**config.mk**
```make
export PLATFORM = sky130hd
export DESIGN_NAME = julian_day_to_calendar_date
export DESIGN_NICKNAME = d
export VERILOG_FILES = /design/src/sv/jdcal_pkg.sv /design/src/sv/julian_day_to_calendar_date.sv
export SDC_FILE = /design/constraint.sdc
export NUM_CORES = 1
export LEC_CHECK = 0
export BUFFER_PORTS_ARGS = -buffer_cell sky130_fd_sc_hd__buf_2
export CAP_MARGIN = 20
export CORE_UTILIZATION = 50
export CTS_CLUSTER_DIAMETER = 120
export DETAILED_ROUTE_END_ITERATION = 6
export PLACE_DENSITY = 0.68
export SYNTH_ARGS = -nofsm -noshare
export SYNTH_HDL_FRONTEND = slang
export SYNTH_SLANG_ARGS = --single-unit
```
**constraint.sdc**
```tcl
create_clock -name clock -period 4.2 [get_ports clock]
set_clock_uncertainty 0.05 [all_clocks]
set_input_delay 0.42 -clock clock [delete_from_list [all_inputs] [get_ports clock]]
set_output_delay 0.42 -clock clock [all_outputs]
set_load 0.01 [all_outputs]
```
**src/sv/jdcal_pkg.sv**
```systemverilog
// Shared constants and stage payload types for the Julian day to calendar date converter.
// No dependencies; used by julian_day_to_calendar_date.
package jdcal_pkg;

   // Supported span: 1 January of year 1 through 31 December of year 9999
   localparam logic [22:0] JD_FIRST = 23'd1721426;
   localparam logic [22:0] JD_LAST  = 23'd5373484;

   // Conversion constants
   localparam logic [15:0] JD_OFFSET  = 16'd32044;
   localparam logic [17:0] DAYS_400Y  = 18'd146097;
   localparam logic [10:0] DAYS_4Y    = 11'd1461;
   localparam logic [7:0]  DAYS_5MON  = 8'd153;
   localparam logic [12:0] YEAR_BASE  = 13'd4800;
   localparam logic [6:0]  YEAR_SCALE = 7'd100;

   // Reciprocal multipliers: floor(2^shift / divisor), but RCP_FIVE is rounded up; the
   // floored quotient estimates are low by at most one and are fixed by a remainder compare
   localparam logic [7:0]  RCP_400Y = 8'd229;        // shift 25
   localparam logic [7:0]  RCP_4Y   = 8'd179;        // shift 18
   localparam logic [3:0]  RCP_5MON = 4'd13;         // shift 11
   localparam logic [20:0] RCP_WEEK = 21'd1198372;   // shift 23
   localparam logic [7:0]  RCP_FIVE = 8'd205;        // shift 10, exact below 153

   localparam logic [2:0]  DAYS_WEEK = 3'd7;

   localparam int unsigned NUM_STAGES = 11;

   typedef struct packed {
      logic        err;
      logic [22:0] a;
      logic [22:0] w;
   } s1_type;

   typedef struct packed {
      logic        err;
      logic [24:0] x1;
      logic [7:0]  bq;
      logic [22:0] w;
      logic [19:0] wq;
   } s2_type;

   typedef struct packed {
      logic        err;
      logic [7:0]  bq;
      logic [18:0] r1;
      logic [3:0]  wr;
   } s3_type;

   typedef struct packed {
      logic        err;
      logic [7:0]  b;
      logic [15:0] c;
      logic [2:0]  wd;
   } s4_type;

   typedef struct packed {
      logic        err;
      logic [7:0]  b;
      logic [17:0] x2;
      logic [6:0]  dq;
      logic [2:0]  wd;
   } s5_type;

   typedef struct packed {
      logic        err;
      logic [7:0]  b;
      logic [6:0]  dq;
      logic [11:0] r2;
      logic [2:0]  wd;
   } s6_type;

   typedef struct packed {
      logic        err;
      logic [7:0]  b;
      logic [6:0]  d;
      logic [8:0]  e;
      logic [2:0]  wd;
   } s7_type;

   typedef struct packed {
      logic        err;
      logic [7:0]  b;
      logic [6:0]  d;
      logic [11:0] x3;
      logic [3:0]  mq;
      logic [2:0]  wd;
   } s8_type;

   typedef struct packed {
      logic        err;
      logic [7:0]  b;
      logic [6:0]  d;
      logic [3:0]  mq;
      logic [8:0]  r3;
      logic [2:0]  wd;
   } s9_type;

   typedef struct packed {
      logic        err;
      logic [7:0]  b;
      logic [6:0]  d;
      logic [3:0]  m;
      logic [7:0]  rr3;
      logic [2:0]  wd;
   } s10_type;

   typedef struct packed {
      logic        err;
      logic [13:0] year;
      logic [3:0]  month;
      logic [4:0]  day;
      logic [2:0]  weekday;
   } out_type;

endpackage

```
**src/sv/julian_day_to_calendar_date.sv**
```systemverilog
// Julian day number to Gregorian date and weekday, eleven-stage pipeline.
// A transaction accepted at a clock edge passes through s1_ff to s10_ff and out_ff before rsp_strobe.
// Throughput: one transaction per clock; busy is never raised, no back-pressure.
// Most stages hold multiplies by constants or remainder compares and subtracts.
// Reset (synchronous, active high) clears the stage valid bits; payload is not reset.
// Depends on jdcal_pkg.
module julian_day_to_calendar_date (
   input  logic        clock,
   input  logic        reset,
   input  logic        start,
   output logic        busy,
   input  logic [22:0] req_julian_day,
   output logic        rsp_strobe,
   output logic [13:0] rsp_year,
   output logic [3:0]  rsp_month,
   output logic [4:0]  rsp_day,
   output logic [2:0]  rsp_weekday,
   output logic        rsp_range_error
);

   logic [jdcal_pkg::NUM_STAGES-1:0] vld_ff, vld_in;

   jdcal_pkg::s1_type  s1_ff,  s1_in;
   jdcal_pkg::s2_type  s2_ff,  s2_in;
   jdcal_pkg::s3_type  s3_ff,  s3_in;
   jdcal_pkg::s4_type  s4_ff,  s4_in;
   jdcal_pkg::s5_type  s5_ff,  s5_in;
   jdcal_pkg::s6_type  s6_ff,  s6_in;
   jdcal_pkg::s7_type  s7_ff,  s7_in;
   jdcal_pkg::s8_type  s8_ff,  s8_in;
   jdcal_pkg::s9_type  s9_ff,  s9_in;
   jdcal_pkg::s10_type s10_ff, s10_in;
   jdcal_pkg::out_type out_ff, out_in;

   // Intermediate products
   logic [24:0] x1_w;
   logic [32:0] prod_b;
   logic [43:0] prod_w;
   logic [24:0] r1_full;
   logic [22:0] wr_full;
   logic        b_corr;
   logic [18:0] r1_fix;
   logic [17:0] x2_w;
   logic [25:0] prod_d;
   logic [17:0] r2_full;
   logic        d_corr;
   logic [11:0] r2_fix;
   logic [11:0] x3_w;
   logic [15:0] prod_m;
   logic [11:0] r3_full;
   logic        m_corr;
   logic [15:0] prod_dy;
   logic        m_hi;
   logic [14:0] year_full;

   // Pipeline never stalls
   assign busy = 1'b0;

   // Advance valid bits
   assign vld_in = {vld_ff[jdcal_pkg::NUM_STAGES-2:0], start & ~busy};

   // Stage 1: offset and range check
   always_comb begin
      s1_in.err = (req_julian_day < jdcal_pkg::JD_FIRST) ||
                  (req_julian_day > jdcal_pkg::JD_LAST);
      s1_in.a   = req_julian_day + 23'(jdcal_pkg::JD_OFFSET);
      s1_in.w   = req_julian_day + 23'd1;
   end

   // Stage 2: estimate 400-year cycle and week quotients
   always_comb begin
      x1_w        = {s1_ff.a, 2'b00} + 25'd3;
      prod_b      = 33'(x1_w) * 33'(jdcal_pkg::RCP_400Y);
      prod_w      = 44'(s1_ff.w) * 44'(jdcal_pkg::RCP_WEEK);
      s2_in.err   = s1_ff.err;
      s2_in.x1    = x1_w;
      s2_in.bq    = prod_b[32:25];
      s2_in.w     = s1_ff.w;
      s2_in.wq    = prod_w[42:23];
   end

   // Stage 3: remainders of the estimates
   always_comb begin
      r1_full   = s2_ff.x1 - 25'(26'(s2_ff.bq) * 26'(jdcal_pkg::DAYS_400Y));
      wr_full   = s2_ff.w - 23'(23'(s2_ff.wq) * 23'(jdcal_pkg::DAYS_WEEK));
      s3_in.err = s2_ff.err;
      s3_in.bq  = s2_ff.bq;
      s3_in.r1  = r1_full[18:0];
      s3_in.wr  = wr_full[3:0];
   end

   // Stage 4: fix quotients; day within the 400-year cycle
   always_comb begin
      b_corr    = s3_ff.r1 >= 19'(jdcal_pkg::DAYS_400Y);
      r1_fix    = b_corr ? s3_ff.r1 - 19'(jdcal_pkg::DAYS_400Y) : s3_ff.r1;
      s4_in.err = s3_ff.err;
      s4_in.b   = s3_ff.bq + 8'(b_corr);
      s4_in.c   = r1_fix[17:2];
      s4_in.wd  = (s3_ff.wr >= 4'(jdcal_pkg::DAYS_WEEK)) ?
                  3'(s3_ff.wr - 4'(jdcal_pkg::DAYS_WEEK)) : s3_ff.wr[2:0];
   end

   // Stage 5: estimate 4-year cycle quotient
   always_comb begin
      x2_w      = {s4_ff.c, 2'b00} + 18'd3;
      prod_d    = 26'(x2_w) * 26'(jdcal_pkg::RCP_4Y);
      s5_in.err = s4_ff.err;
      s5_in.b   = s4_ff.b;
      s5_in.x2  = x2_w;
      s5_in.dq  = prod_d[24:18];
      s5_in.wd  = s4_ff.wd;
   end

   // Stage 6: remainder of the 4-year estimate
   always_comb begin
      r2_full   = s5_ff.x2 - 18'(18'(s5_ff.dq) * 18'(jdcal_pkg::DAYS_4Y));
      s6_in.err = s5_ff.err;
      s6_in.b   = s5_ff.b;
      s6_in.dq  = s5_ff.dq;
      s6_in.r2  = r2_full[11:0];
      s6_in.wd  = s5_ff.wd;
   end

   // Stage 7: fix quotient; day within the March-based year
   always_comb begin
      d_corr    = s6_ff.r2 >= 12'(jdcal_pkg::DAYS_4Y);
      r2_fix    = d_corr ? s6_ff.r2 - 12'(jdcal_pkg::DAYS_4Y) : s6_ff.r2;
      s7_in.err = s6_ff.err;
      s7_in.b   = s6_ff.b;
      s7_in.d   = s6_ff.dq + 7'(d_corr);
      s7_in.e   = r2_fix[10:2];
      s7_in.wd  = s6_ff.wd;
   end

   // Stage 8: estimate month index
   always_comb begin
      x3_w      = 12'({s7_ff.e, 2'b00}) + 12'(s7_ff.e) + 12'd2;
      prod_m    = 16'(x3_w) * 16'(jdcal_pkg::RCP_5MON);
      s8_in.err = s7_ff.err;
      s8_in.b   = s7_ff.b;
      s8_in.d   = s7_ff.d;
      s8_in.x3  = x3_w;
      s8_in.mq  = prod_m[14:11];
      s8_in.wd  = s7_ff.wd;
   end

   // Stage 9: remainder of the month estimate
   always_comb begin
      r3_full   = s8_ff.x3 - 12'(12'(s8_ff.mq) * 12'(jdcal_pkg::DAYS_5MON));
      s9_in.err = s8_ff.err;
      s9_in.b   = s8_ff.b;
      s9_in.d   = s8_ff.d;
      s9_in.mq  = s8_ff.mq;
      s9_in.r3  = r3_full[8:0];
      s9_in.wd  = s8_ff.wd;
   end

   // Stage 10: fix month index
   always_comb begin
      m_corr     = s9_ff.r3 >= 9'(jdcal_pkg::DAYS_5MON);
      s10_in.err = s9_ff.err;
      s10_in.b   = s9_ff.b;
      s10_in.d   = s9_ff.d;
      s10_in.m   = s9_ff.mq + 4'(m_corr);
      s10_in.rr3 = m_corr ? 8'(s9_ff.r3 - 9'(jdcal_pkg::DAYS_5MON)) : s9_ff.r3[7:0];
      s10_in.wd  = s9_ff.wd;
   end

   // Stage 11: assemble the date; zero the fields when out of range
   always_comb begin
      prod_dy   = 16'(s10_ff.rr3) * 16'(jdcal_pkg::RCP_FIVE);
      m_hi      = s10_ff.m >= 4'd10;
      year_full = 15'(15'(s10_ff.b) * 15'(jdcal_pkg::YEAR_SCALE)) + 15'(s10_ff.d)
                  + 15'(m_hi) - 15'(jdcal_pkg::YEAR_BASE);
      out_in.err = s10_ff.err;
      if (s10_ff.err) begin
         out_in.year    = '0;
         out_in.month   = '0;
         out_in.day     = '0;
         out_in.weekday = '0;
      end else begin
         out_in.year    = year_full[13:0];
         out_in.month   = m_hi ? s10_ff.m - 4'd9 : s10_ff.m + 4'd3;
         out_in.day     = prod_dy[14:10] + 5'd1;
         out_in.weekday = s10_ff.wd;
      end
   end

   // Clear valid bits on reset
   always_ff @(posedge clock) begin
      if (reset) begin
         vld_ff <= '0;
      end else begin
         vld_ff <= vld_in;
      end
   end

   // Move payload every cycle
   always_ff @(posedge clock) begin
      s1_ff  <= s1_in;
      s2_ff  <= s2_in;
      s3_ff  <= s3_in;
      s4_ff  <= s4_in;
      s5_ff  <= s5_in;
      s6_ff  <= s6_in;
      s7_ff  <= s7_in;
      s8_ff  <= s8_in;
      s9_ff  <= s9_in;
      s10_ff <= s10_in;
      out_ff <= out_in;
   end

   // Drive result ports
   assign rsp_strobe      = vld_ff[jdcal_pkg::NUM_STAGES-1];
   assign rsp_year        = out_ff.year;
   assign rsp_month       = out_ff.month;
   assign rsp_day         = out_ff.day;
   assign rsp_weekday     = out_ff.weekday;
   assign rsp_range_error = out_ff.err;

`ifndef SYNTH
   // Each accepted transaction gives a result on rsp_strobe
   a_latency_hit: assert property (@(posedge clock) disable iff (reset)
      (start && !busy) |-> ##11 rsp_strobe)
      else $error("missing result after accepted transaction");

   // No result appears without a transaction behind it
   a_latency_idle: assert property (@(posedge clock) disable iff (reset)
      !(start && !busy) |-> ##11 !rsp_strobe)
      else $error("result without a transaction");

   // An in-range result carries a legal date and weekday
   a_date_legal: assert property (@(posedge clock) disable iff (reset)
      (rsp_strobe && !rsp_range_error) |->
         (rsp_year >= 14'd1 && rsp_year <= 14'd9999 && rsp_month >= 4'd1 &&
          rsp_month <= 4'd12 && rsp_day >= 5'd1 && rsp_weekday <= 3'd6))
      else $error("illegal date in result");
`endif

endmodule

```
Yosys cells after proc, flatten, opt, wreduce, memory -nomap -nowiden --
Cells that the tools add are included.
Storage, ports and cells: memory bits (read-only) 0, logic and storage cells 101, memories 0, bits in latches 0, bits in writable memories 0, register bits 382
Cells by class: add/sub/neg operators 23, reductions and logical operators 1, div/mod/pow operators 0, shift-type cells 0, magnitude comparators 7, bitwise gates (word level) 0, $mul 10, mux-type cells 5, eq/ne operators 0
Operators by type and width (count):
- multiplier 23 x 19 -> 41 bit, second input constant | 1
- multiplier 25 x 8 -> 33 bit, second input constant | 1
- adder 25 x 2 -> 25 bit, second input constant | 1
- multiplier 18 x 8 -> 25 bit, second input constant | 1
- adder 23 x 1 -> 23 bit, second input constant | 1
- adder 23 x 15 -> 23 bit, second input constant | 1
- greater-than comparator 23 bit, second input constant | 1
- less-than comparator 23 x 21 -> 1 bit, second input constant | 1
- multiplier 20 x 3 -> 4 bit, second input constant | 1
- greater-or-equal comparator 19 x 18 -> 1 bit, second input constant | 1
- multiplier 8 x 18 -> 19 bit, second input constant | 1
- subtractor 19 bit | 1
- adder 18 x 2 -> 18 bit, second input constant | 1
- 2-to-1 mux 18 bit | 1
- subtractor 18 bit, second input constant | 1
- multiplier 12 x 4 -> 15 bit, second input constant | 1
- multiplier 8 x 8 -> 15 bit, second input constant | 1
- adder 14 x 1 -> 14 bit | 1
- adder 14 x 7 -> 14 bit | 1
- subtractor 14 x 13 -> 14 bit, second input constant | 1
- adder 11 x 9 -> 12 bit | 1
- adder 12 x 2 -> 12 bit, second input constant | 1
- greater-or-equal comparator 12 x 11 -> 1 bit, second input constant | 1
- multiplier 7 x 11 -> 12 bit, second input constant | 1
- 22 further kinds | 22

Logic depth before layout (Yosys ltp) --
Gate-level depths: netlist of run 1.
word-level depth 4, gate-level depth with buffers 21, depth with buffers taken out 21

Least setup slack after synthesis of run 1 --
Ideal clock, no wire load.
path type register to register, start point reg s10_ff[5] (netlist name), end point reg out_ff (netlist bit rsp_day[4]), setup slack -0.344 ns, path buffers 0, required time 4.016 ns, arrival 4.360 ns, cell stages (with the launch flop) 21, cell sequence dfxtp_1 ha_1 inv_1 fa_1 inv_1 fa_1 inv_1 fa_1 inv_1 ha_1 a2111oi_4 o21ai_2 a311oi_1 nor2_1 ha_1 nor2b_1 and2_1 mux2i_1 a2bb2oi_1 a31o_1 a21oi_1
On the way: word-level cells in the longest chain between the ends 2
Ends and longest elaborated chain:
- start, declared | line julian_day_to_calendar_date.sv:32 | jdcal_pkg::s10_type s10_ff, s10_in;
- start signal, assigned | line julian_day_to_calendar_date.sv:209 | s10_ff <= s10_in;
- multiplier 8 x 8 -> 15 bit | line julian_day_to_calendar_date.sv:171 | prod_dy = 16'(s10_ff.rr3) * 16'(jdcal_pkg::RCP_FIVE);
- adder 5 x 1 -> 5 bit | line julian_day_to_calendar_date.sv:184 | out_in.day = prod_dy[14:10] + 5'd1;
- end signal, assigned | line julian_day_to_calendar_date.sv:210 | out_ff <= out_in;
- end, declared | line julian_day_to_calendar_date.sv:33 | jdcal_pkg::out_type out_ff, out_in;
No other way between the ends. A chain may end at the register's enable or synchronous reset.

Final worst setup path of run 1 --
Ends and elaborated chain as after synthesis.

==> metrics.csv, run 1 <==
metric;value;unit
status;complete, but fails checks;
violations;negative setup slack;
nets;3356;
final_area;29500;um2
routedWlPerCell;14.2;um
core;49300;um2
place_worst_setup_slack;-0.433;ns
finalSetupViolCount;4;
portBuffers;53;
start_kind;register;
rsz0062_at_grt;true;
max_slew_margin;58.8;%
netlist_instances;2426;
async_flop_share;0;%
synth_area_leaders;dfxtp_1, ha_1, fa_1;
initial_utilization;51.0;%
cts_root_buf;clkbuf_16;
viasPerCell;4.86;
numCtsBuffers;40;
path_max_fanout;4;
period_needed;4.46;ns
num_vias;16200;
worst-slew-pin-transition;0.613;ns
place.gp.congestion;0.888;
grt_pass1_wl;78800;um
grt_pass1_vias;16900;
synth_top_flop_cell;dfxtp_1;
overflow;0;
setup_slack;-0.263;ns
maxCapViolCount;0;
htreeDepth;2;
cts_tree;yes;
synth_cell_type_count;73;
slew_violations;0;
synth_nets;3136;
critPathKind;register to register;
seq_area_frac_synth;28.9;%
place_area;27100;um2
hold_viol;0;
syn_avg_cell_area;10.3;um2
fmax;224;MHz
dieHeight;226;um
synth_largest_area_cell;dfxtp_1;
yosys_warnings;0;
drc_errors;0;
synth_top_area_share;28.9;%
drive_gt1_share;16.3;%
area_growth;17.6;%
crit_required;4.64;ns
end_kind;register;
final_util;59.9;%
clk_pin_slew;0.06;ns
place_hpwl;38400;um
dieArea;51100;um2
drt-initial-drc-count;569;
whs;0.0398;ns
min_period_over_period;106;%
synth_edf_count;0;
arrival;4.91;ns
cts.sinks;362;
io_pins;55;
yosysMostFrequentCell;inv_1;
clk_latency;0.56;ns
synth_common_cells;inv_1, ha_1, dfxtp_1;
ys_ff_latch;362;
clockBufferDepth;3;
wirelength;47600;um
grt_max_degree;28;
dr.pass1.iters;5;
ant_nets;0;
hp-class;primary input to register;
syn_area;25100;um2
diodes;0;
rows;81;
grt_util_all_layers;19.0;%
die_x;226;um
antenna_found_initial;0;
## critical path: stages (launching register included)
cell and delay (ns):
dfxtp_2 0.34, ha_4 0.27, inv_2 0.04, fa_1 0.54, inv_2 0.04, fa_1 0.49, inv_1 0.05, fa_1 0.50
inv_2 0.05, ha_4 0.16, a2111oi_4 0.21, o21ai_2 0.13, a41o_1 0.22, nor2_1 0.12, xnor2_1 0.13, ha_2 0.23
nor2b_4 0.15, and2_1 0.12, mux2i_1 0.08, a2bb2oi_2 0.15, a31o_1 0.20, a21oi_2 0.12
## repair_timing
item                       4_1_cts  5_1_grt
hold buffers                     1        0
setup endpoints to repair       16       30
pin swaps                       27       76
gates resized for setup         51      117
hold endpoints to repair         1        0
setup buffers                   11       16
## metrics by stage
stage	cells	TNS, ns
2_1_floorplan	2426	-0.144
3_3_place_gp	3240	-0.607
3_5_place_dp	3240	-1.77
4_1_cts	3325	-0.502
5_1_grt	3341	-1.72
6_report	3341	-0.553
## layer usage
metal	track usage [%]	routed length, um	share of wire, %
met1	24.2	21300	45
met4	5.84	1150	2.4
met3	2.69	1500	3.1
met2	33.2	23700	50
met5	0	0	0
## layout make-up
type | count | area, um2
multi-input cells | 1495 | 16600
fillers | 4105 | 19700
clock inverters | 19 | 214
flip-flops and latches | 362 | 7300
well taps | 664 | 831
inverters | 550 | 2060
repair buffers | 197 | 1360
clock buffers | 54 | 1180
## placed cells by master (no fill, tap or decap), types with 56 or more instances in the layout
cell	n
nand2_1	67
ha_1	397
fa_1	239
dfxtp_1	334
buf_4	141
inv_1	527
xor2_1	65
nor2_1	67
a21oi_1	56
xnor2_1	153
## state kept, by name, indices dropped and copies added, names as in the netlist, 4 cells and up
name / count
s10_ff: 30
rsp_day: 5
s7_ff: 28
s2_ff: 34
s8_ff: 32
rsp_year: 14
s1_ff: 47
s10_in: 19
s6_ff: 31
rsp_month: 4
s5_ff: 29
s9_ff: 13
s4_ff: 28
vld_ff: 11
s3_ff: 32
## kinds of logic (layout without fill, tap and decap cells)
group,Yosys count,after routing,synth area share [%]
adder cells (fa/ha/maj),685,685,41.3
multiplexers,5,5,0.204
AO/OA/AOI/OAI,266,266,6.99
flip-flops,362,362,28.9
other,1,1,0.0149
XOR/XNOR,221,221,7.71
AND/OR/NAND/NOR,317,317,6.34
buffers and inverters,569,820,8.54
## worst paths after layout
check	from	endpoint	slack, ns	depth (start not counted)
worst min-delay path	start	vld_ff[0]	0.04	2
worst max-delay path	s10_ff[5]	rsp_day[4]	-0.26	21
worst min register to register	s5_ff[34]	s6_ff[28]	0.26	0
worst max register to register	s10_ff[5]	rsp_day[4]	-0.26	21
Power of run 1 is not shown: default switching activity piles up to over one toggle a cycle in this logic, so the estimate is an artifact.
==> run 2, diff against run 1 <==
Settings changed: SKIP_LAST_GASP set to 1.
==> run 2 against run 1 <==
Against the previous run: the run still ends with negative setup slack left; register-to-register slack about the same; core utilization shrank 0.10 points; wire length is 0.48% lower; maximum frequency hardly changed; die area stayed put; via count is 0.17% lower; worst setup slack gained 0.00099 ns; worst hold slack barely moved; non-clock buffer count shrank 2; count of clock-buffer cells in the layout is the same; critical path type unchanged.
==> metrics.csv, run 2 (same netlist as run 1, synthesis figures left out) <==
metric;value;unit
overflow;0;
area_growth;17.4;%
cts_tree;yes;
grt_pass1_vias;16900;
largest_reg_flops;47;
ant_nets;0;
regMostFlops;s1_ff;
die_x;226;um
slowest_stage;fa_1;
finalSetupViolCount;4;
reg2reg_slack;-0.26;ns
diodes;0;
place.gp.congestion;0.888;
holdPathStages;2;
crit_end;rsp_day[4];
viasPerCell;4.86;
drc_errors;0;
grt_max_degree;28;
nets;3354;
portBuffers;53;
initial_utilization;51.0;%
drt-initial-drc-count;556;
met2_usage;33.2;%
dr.pass1.iters;5;
grt_util_all_layers;19.0;%
min_period_over_period;106;%
rows;81;
instances_no_fill;3339;
hp-class;primary input to register;
wirelength;47300;um
clk_latency;0.56;ns
worst-slew-pin-transition;0.618;ns
fmax;224;MHz
status;complete, but fails checks;
reg2reg_from;s10_ff[5];
cts_root_buf;clkbuf_16;
critical-path-max-stage-delay;0.54;ns
slew_violations;0;
num_vias;16200;
place_area;27100;um2
r2r_end;rsp_day[4];
path_max_fanout;4;
mostFrequentLayoutCells;inv_1, ha_1, dfxtp_1;
final_area;29500;um2
hold_viol;0;
period_needed;4.46;ns
arrival;4.84;ns
final_common_cell;inv_1;
antenna_found_initial;0;
clk_pin_slew;0.06;ns
start_kind;register;
dieArea;51100;um2
routedWlPerCell;14.2;um
dieHeight;226;um
clockBufferDepth;3;
use_met3;2.69;%
hold_start;start;
place_inst;3240;
numCtsBuffers;40;
htreeDepth;2;
max_slew_margin;58.5;%
cts.sinks;362;
maxCapViolCount;0;
io_pins;55;
core;49300;um2
crit_required;4.58;ns
drive_gt1_share;16.0;%
critPathKind;register to register;
grt_busiest_layer;met2;
use_met1;24.2;%
rsz0062_at_grt;true;
r2r_cells;21;
largestRegisters;s1_ff: 47 flops, s2_ff: 34 flops;
place_hpwl;38400;um
grt_pass1_wl;78800;um
violations;negative setup slack;
setup_slack;-0.262;ns
crit_chain;ha_4 -> inv_2 -> fa_1 -> inv_2 -> fa_1 -> inv_1 -> fa_1 -> inv_2 -> ha_4 -> a2111oi_4 -> o21ai_2 -> a41o_1 -> nor2_1 -> xnor2_1 -> ha_2 -> nor2b_4 -> and2_1 -> mux2i_1 -> a2bb2oi_2 -> a31o_1 -> a21oi_2;
end_kind;register;
startpoint;s10_ff[5];
## run 2: cell count changes in the layout (fill, tap and decap cells not counted), moves of 2 or more
cell   delta
ha_1      +3
buf_4     -2
ha_4      -3
inv_2     -3
inv_1     +3
## run 2: stage by stage
stage               util (%)  hold WS, ns  setup TNS [ns]  setup slack [ns]
floorplan                  -        0.260          -0.144            -0.144
global placement        54.9        0.260          -0.607            -0.298
detailed placement      54.9        0.262           -1.77            -0.433
CTS                     58.4      0.00847          -0.511            -0.314
global route            59.8       0.0304           -1.64            -0.487
finish                  59.8       0.0401          -0.551            -0.262
## run 2: final cells by class
type / count / area [um2]
clock buffer: 54 / 1180
clock inverter: 19 / 214
fill: 4104 / 19800
inverter: 550 / 2060
multi-input combinational: 1495 / 16500
sequential: 362 / 7300
tap: 664 / 831
timing repair buffer: 195 / 1350
## run 2: worst min path at each step
stage / to / slack, ns
3_5_place_dp: s10_ff[15] / 0.26
4_1_cts: vld_ff[0] / 0.008
3_3_place_gp: s10_ff[23] / 0.26
5_1_grt: s1_ff[23] / 0.03
2_1_floorplan: out_in[26] / 0.26
6_report: vld_ff[0] / 0.04
## run 2: worst max-delay path: cells and delay by family (launching register included)
kind / cells / cell delay, ns
adders and majority gates: 6 / 2.16
DFF: 1 / 0.34
muxes: 1 / 0.18
AOI/OAI and AO/OA: 6 / 0.97
buffers and inverters: 4 / 0.18
and+or+nand+nor: 3 / 0.39
xor gates and xnor gates: 1 / 0.08
## run 2: what timing repair did
item	in CTS	in global routing
setup buffers	11	14
hold buffers	1	0
endpoints found under the hold margin	1	0
pin swaps	26	70
endpoints found under the setup margin	16	30
gates resized for setup	50	111
## run 2: layer usage
metal,wire length [um],up-vias,part of all wire [%]
met5,0,-,0
met4,1110,0,2.3
met3,1560,78,3.3
met2,23600,203,50
met1,21100,7770,45
li1,-,8165,-
Power of run 2 is left out for the same reason.
==> run 3, diff against run 2 <==
Settings changed: BUFFER_PORTS_ARGS -buffer_cell sky130_fd_sc_hd__buf_2 to unset, DONT_BUFFER_PORTS set to 1.
==> run 3 against run 2 <==
Against the previous run: flip-flop and latch count stayed put; first-iteration DRC count is 23% higher; critical path depth stayed put; the flow still finishes with violations (negative setup slack); die area stayed put; core utilization is 0.14 points lower; critical endpoint unchanged; final cell count is 1.1% lower.
==> metrics.csv, run 3 (same netlist as run 1, synthesis figures left out) <==
metric;value;unit
grt_pass1_wl;79600;um
htreeDepth;2;
cts.sinks;362;
fill_cells;4061;
end_kind;register;
overflow;0;
regMostFlops;s1_ff;
crit_required;4.58;ns
final_common_cell;inv_1;
place_hpwl;38000;um
rows;81;
period_needed;4.40;ns
reg2reg_slack;-0.20;ns
instances_no_fill;3303;
place_inst;3191;
antenna_found_initial;0;
dieArea;51100;um2
ant_nets;0;
grt_max_degree;26;
grt_pass1_vias;17100;
clk_latency;0.55;ns
violations;negative setup slack;
drt-initial-drc-count;682;
fmax;227;MHz
place.gp.congestion;0.905;
dieHeight;226;um
io_pins;55;
worst-slew-pin-transition;0.741;ns
numCtsBuffers;39;
hold_viol;0;
maxCapViolCount;0;
whs;0.0314;ns
max_slew_margin;50.6;%
portBuffers;0;
status;complete, but fails checks;
nets;3320;
num_vias;16300;
mostFrequentLayoutCells;inv_1, ha_1, dfxtp_1;
reg2reg_from;s10_ff[5];
critPathKind;register to register;
arrival;4.79;ns
setup-tns-final;-0.498;ns
viasPerCell;4.94;
clk_pin_slew;0.06;ns
cts_root_buf;clkbuf_16;
drc_errors;0;
largest_reg_flops;47;
r2r_end;rsp_day[4];
initial_utilization;51.0;%
area_growth;17.1;%
startpoint;s10_ff[5];
crit_end;rsp_day[4];
core;49300;um2
grt_util_all_layers;19.4;%
crit_chain;ha_4 -> inv_2 -> fa_1 -> inv_2 -> fa_1 -> inv_1 -> fa_1 -> inv_2 -> ha_4 -> a2111oi_4 -> o21ai_2 -> a41o_1 -> nor2_1 -> xnor2_1 -> ha_2 -> nor2b_4 -> and2_4 -> mux2i_2 -> a2bb2oi_2 -> a31o_1 -> a21oi_2;
rsz0062_at_grt;true;
wirelength;48300;um
cp.depth;21;
start_kind;register;
worst-path-buf-inv;4;
dr.pass1.iters;5;
setup_slack;-0.202;ns
cts_tree;yes;
drive_gt1_share;13.6;%
cpLargestDelayFamily;adder cells;
diodes;0;
min_period_over_period;105;%
critical-path-max-stage-delay;0.55;ns
clockBufferDepth;3;
die_x;226;um
path_max_fanout;3;
finalSetupViolCount;4;
hp-class;primary input to register;
r2r_cells;21;
largestRegisters;s1_ff: 47 flops, s2_ff: 34 flops;
slowest_stage;fa_1;
slew_violations;0;
routedWlPerCell;14.6;um
-- run 3: cell types whose count changed in the layout (fill, tap and decap cells not counted), sizes merged --
cell         before  now
buf             194  134
dlygate4sd3       1   28
clkbuf           54   50
bufinv            3    6
clkinvlp          7    4
inv             551  554
clkinv            8    6
-- run 3: worst register-to-register path: stages (launching register included) --
cell	delay, ns
dfxtp_2	0.33
ha_4	0.27
inv_2	0.04
fa_1	0.55
inv_2	0.04
fa_1	0.50
inv_1	0.05
fa_1	0.49
inv_2	0.05
ha_4	0.16
a2111oi_4	0.19
o21ai_2	0.12
a41o_1	0.23
nor2_1	0.13
xnor2_1	0.08
ha_2	0.19
nor2b_4	0.12
and2_4	0.14
mux2i_2	0.17
a2bb2oi_2	0.17
a31o_1	0.16
a21oi_2	0.05
-- run 3: worst min path at each step --
stage                  startpoint          to  depth (start not counted)
2_1_floorplan          s10_in[30]  out_in[26]                          0
3_3_place_gp            s5_ff[28]   s6_ff[22]                          0
3_5_place_dp            s8_ff[33]  s10_in[29]                          0
4_1_cts         req_julian_day[6]    s1_ff[7]                          2
5_1_grt         req_julian_day[6]    s1_ff[7]                          2
6_report       req_julian_day[21]   s1_ff[45]                          2
-- run 3: what timing repair did --
action                                 4_1_cts  5_1_grt
setup endpoints to repair                   15       30
resized for setup                           47      109
endpoints found under the hold margin       56        0
hold buffers                                28        0
setup buffers                               10        5
pin swaps                                   25       61
gates cloned                                 0        0
-- run 3: per-layer routing --
metal / wire length, um / vias up / part of all wire [%] / global-route usage [%]
met3: 2080 / 86 / 4.3 / 3.67
met4: 1050 / 0 / 2.2 / 5.34
met5: 0 / - / 0 / 0
met1: 21100 / 7872 / 44 / 24.0
li1: - / 8104 / - / -
met2: 24100 / 246 / 50 / 34.1
-- run 3: area by class of cell --
cell class	instances	area (um2)	share of cell area, %
well taps	664	831	2.83
multi-input cells	1495	16500	56.3
clock buffers	50	1080	3.67
clock inverters	20	290	0.987
inverters	550	2060	7.02
repair buffers	162	1290	4.40
flip-flops and latches	362	7300	24.8
-- run 3: per-stage QoR --
stage / instance area [um2] / util, % / worst slack, ns
global route: 29400 / 59.7 / -0.457
CTS: 28800 / 58.5 / -0.217
finish: 29400 / 59.7 / -0.202
floorplan: 25200 / - / -0.144
detailed placement: 26800 / 54.5 / -0.337
global placement: 26800 / 54.5 / -0.269
Power of run 3 is left out for the same reason.
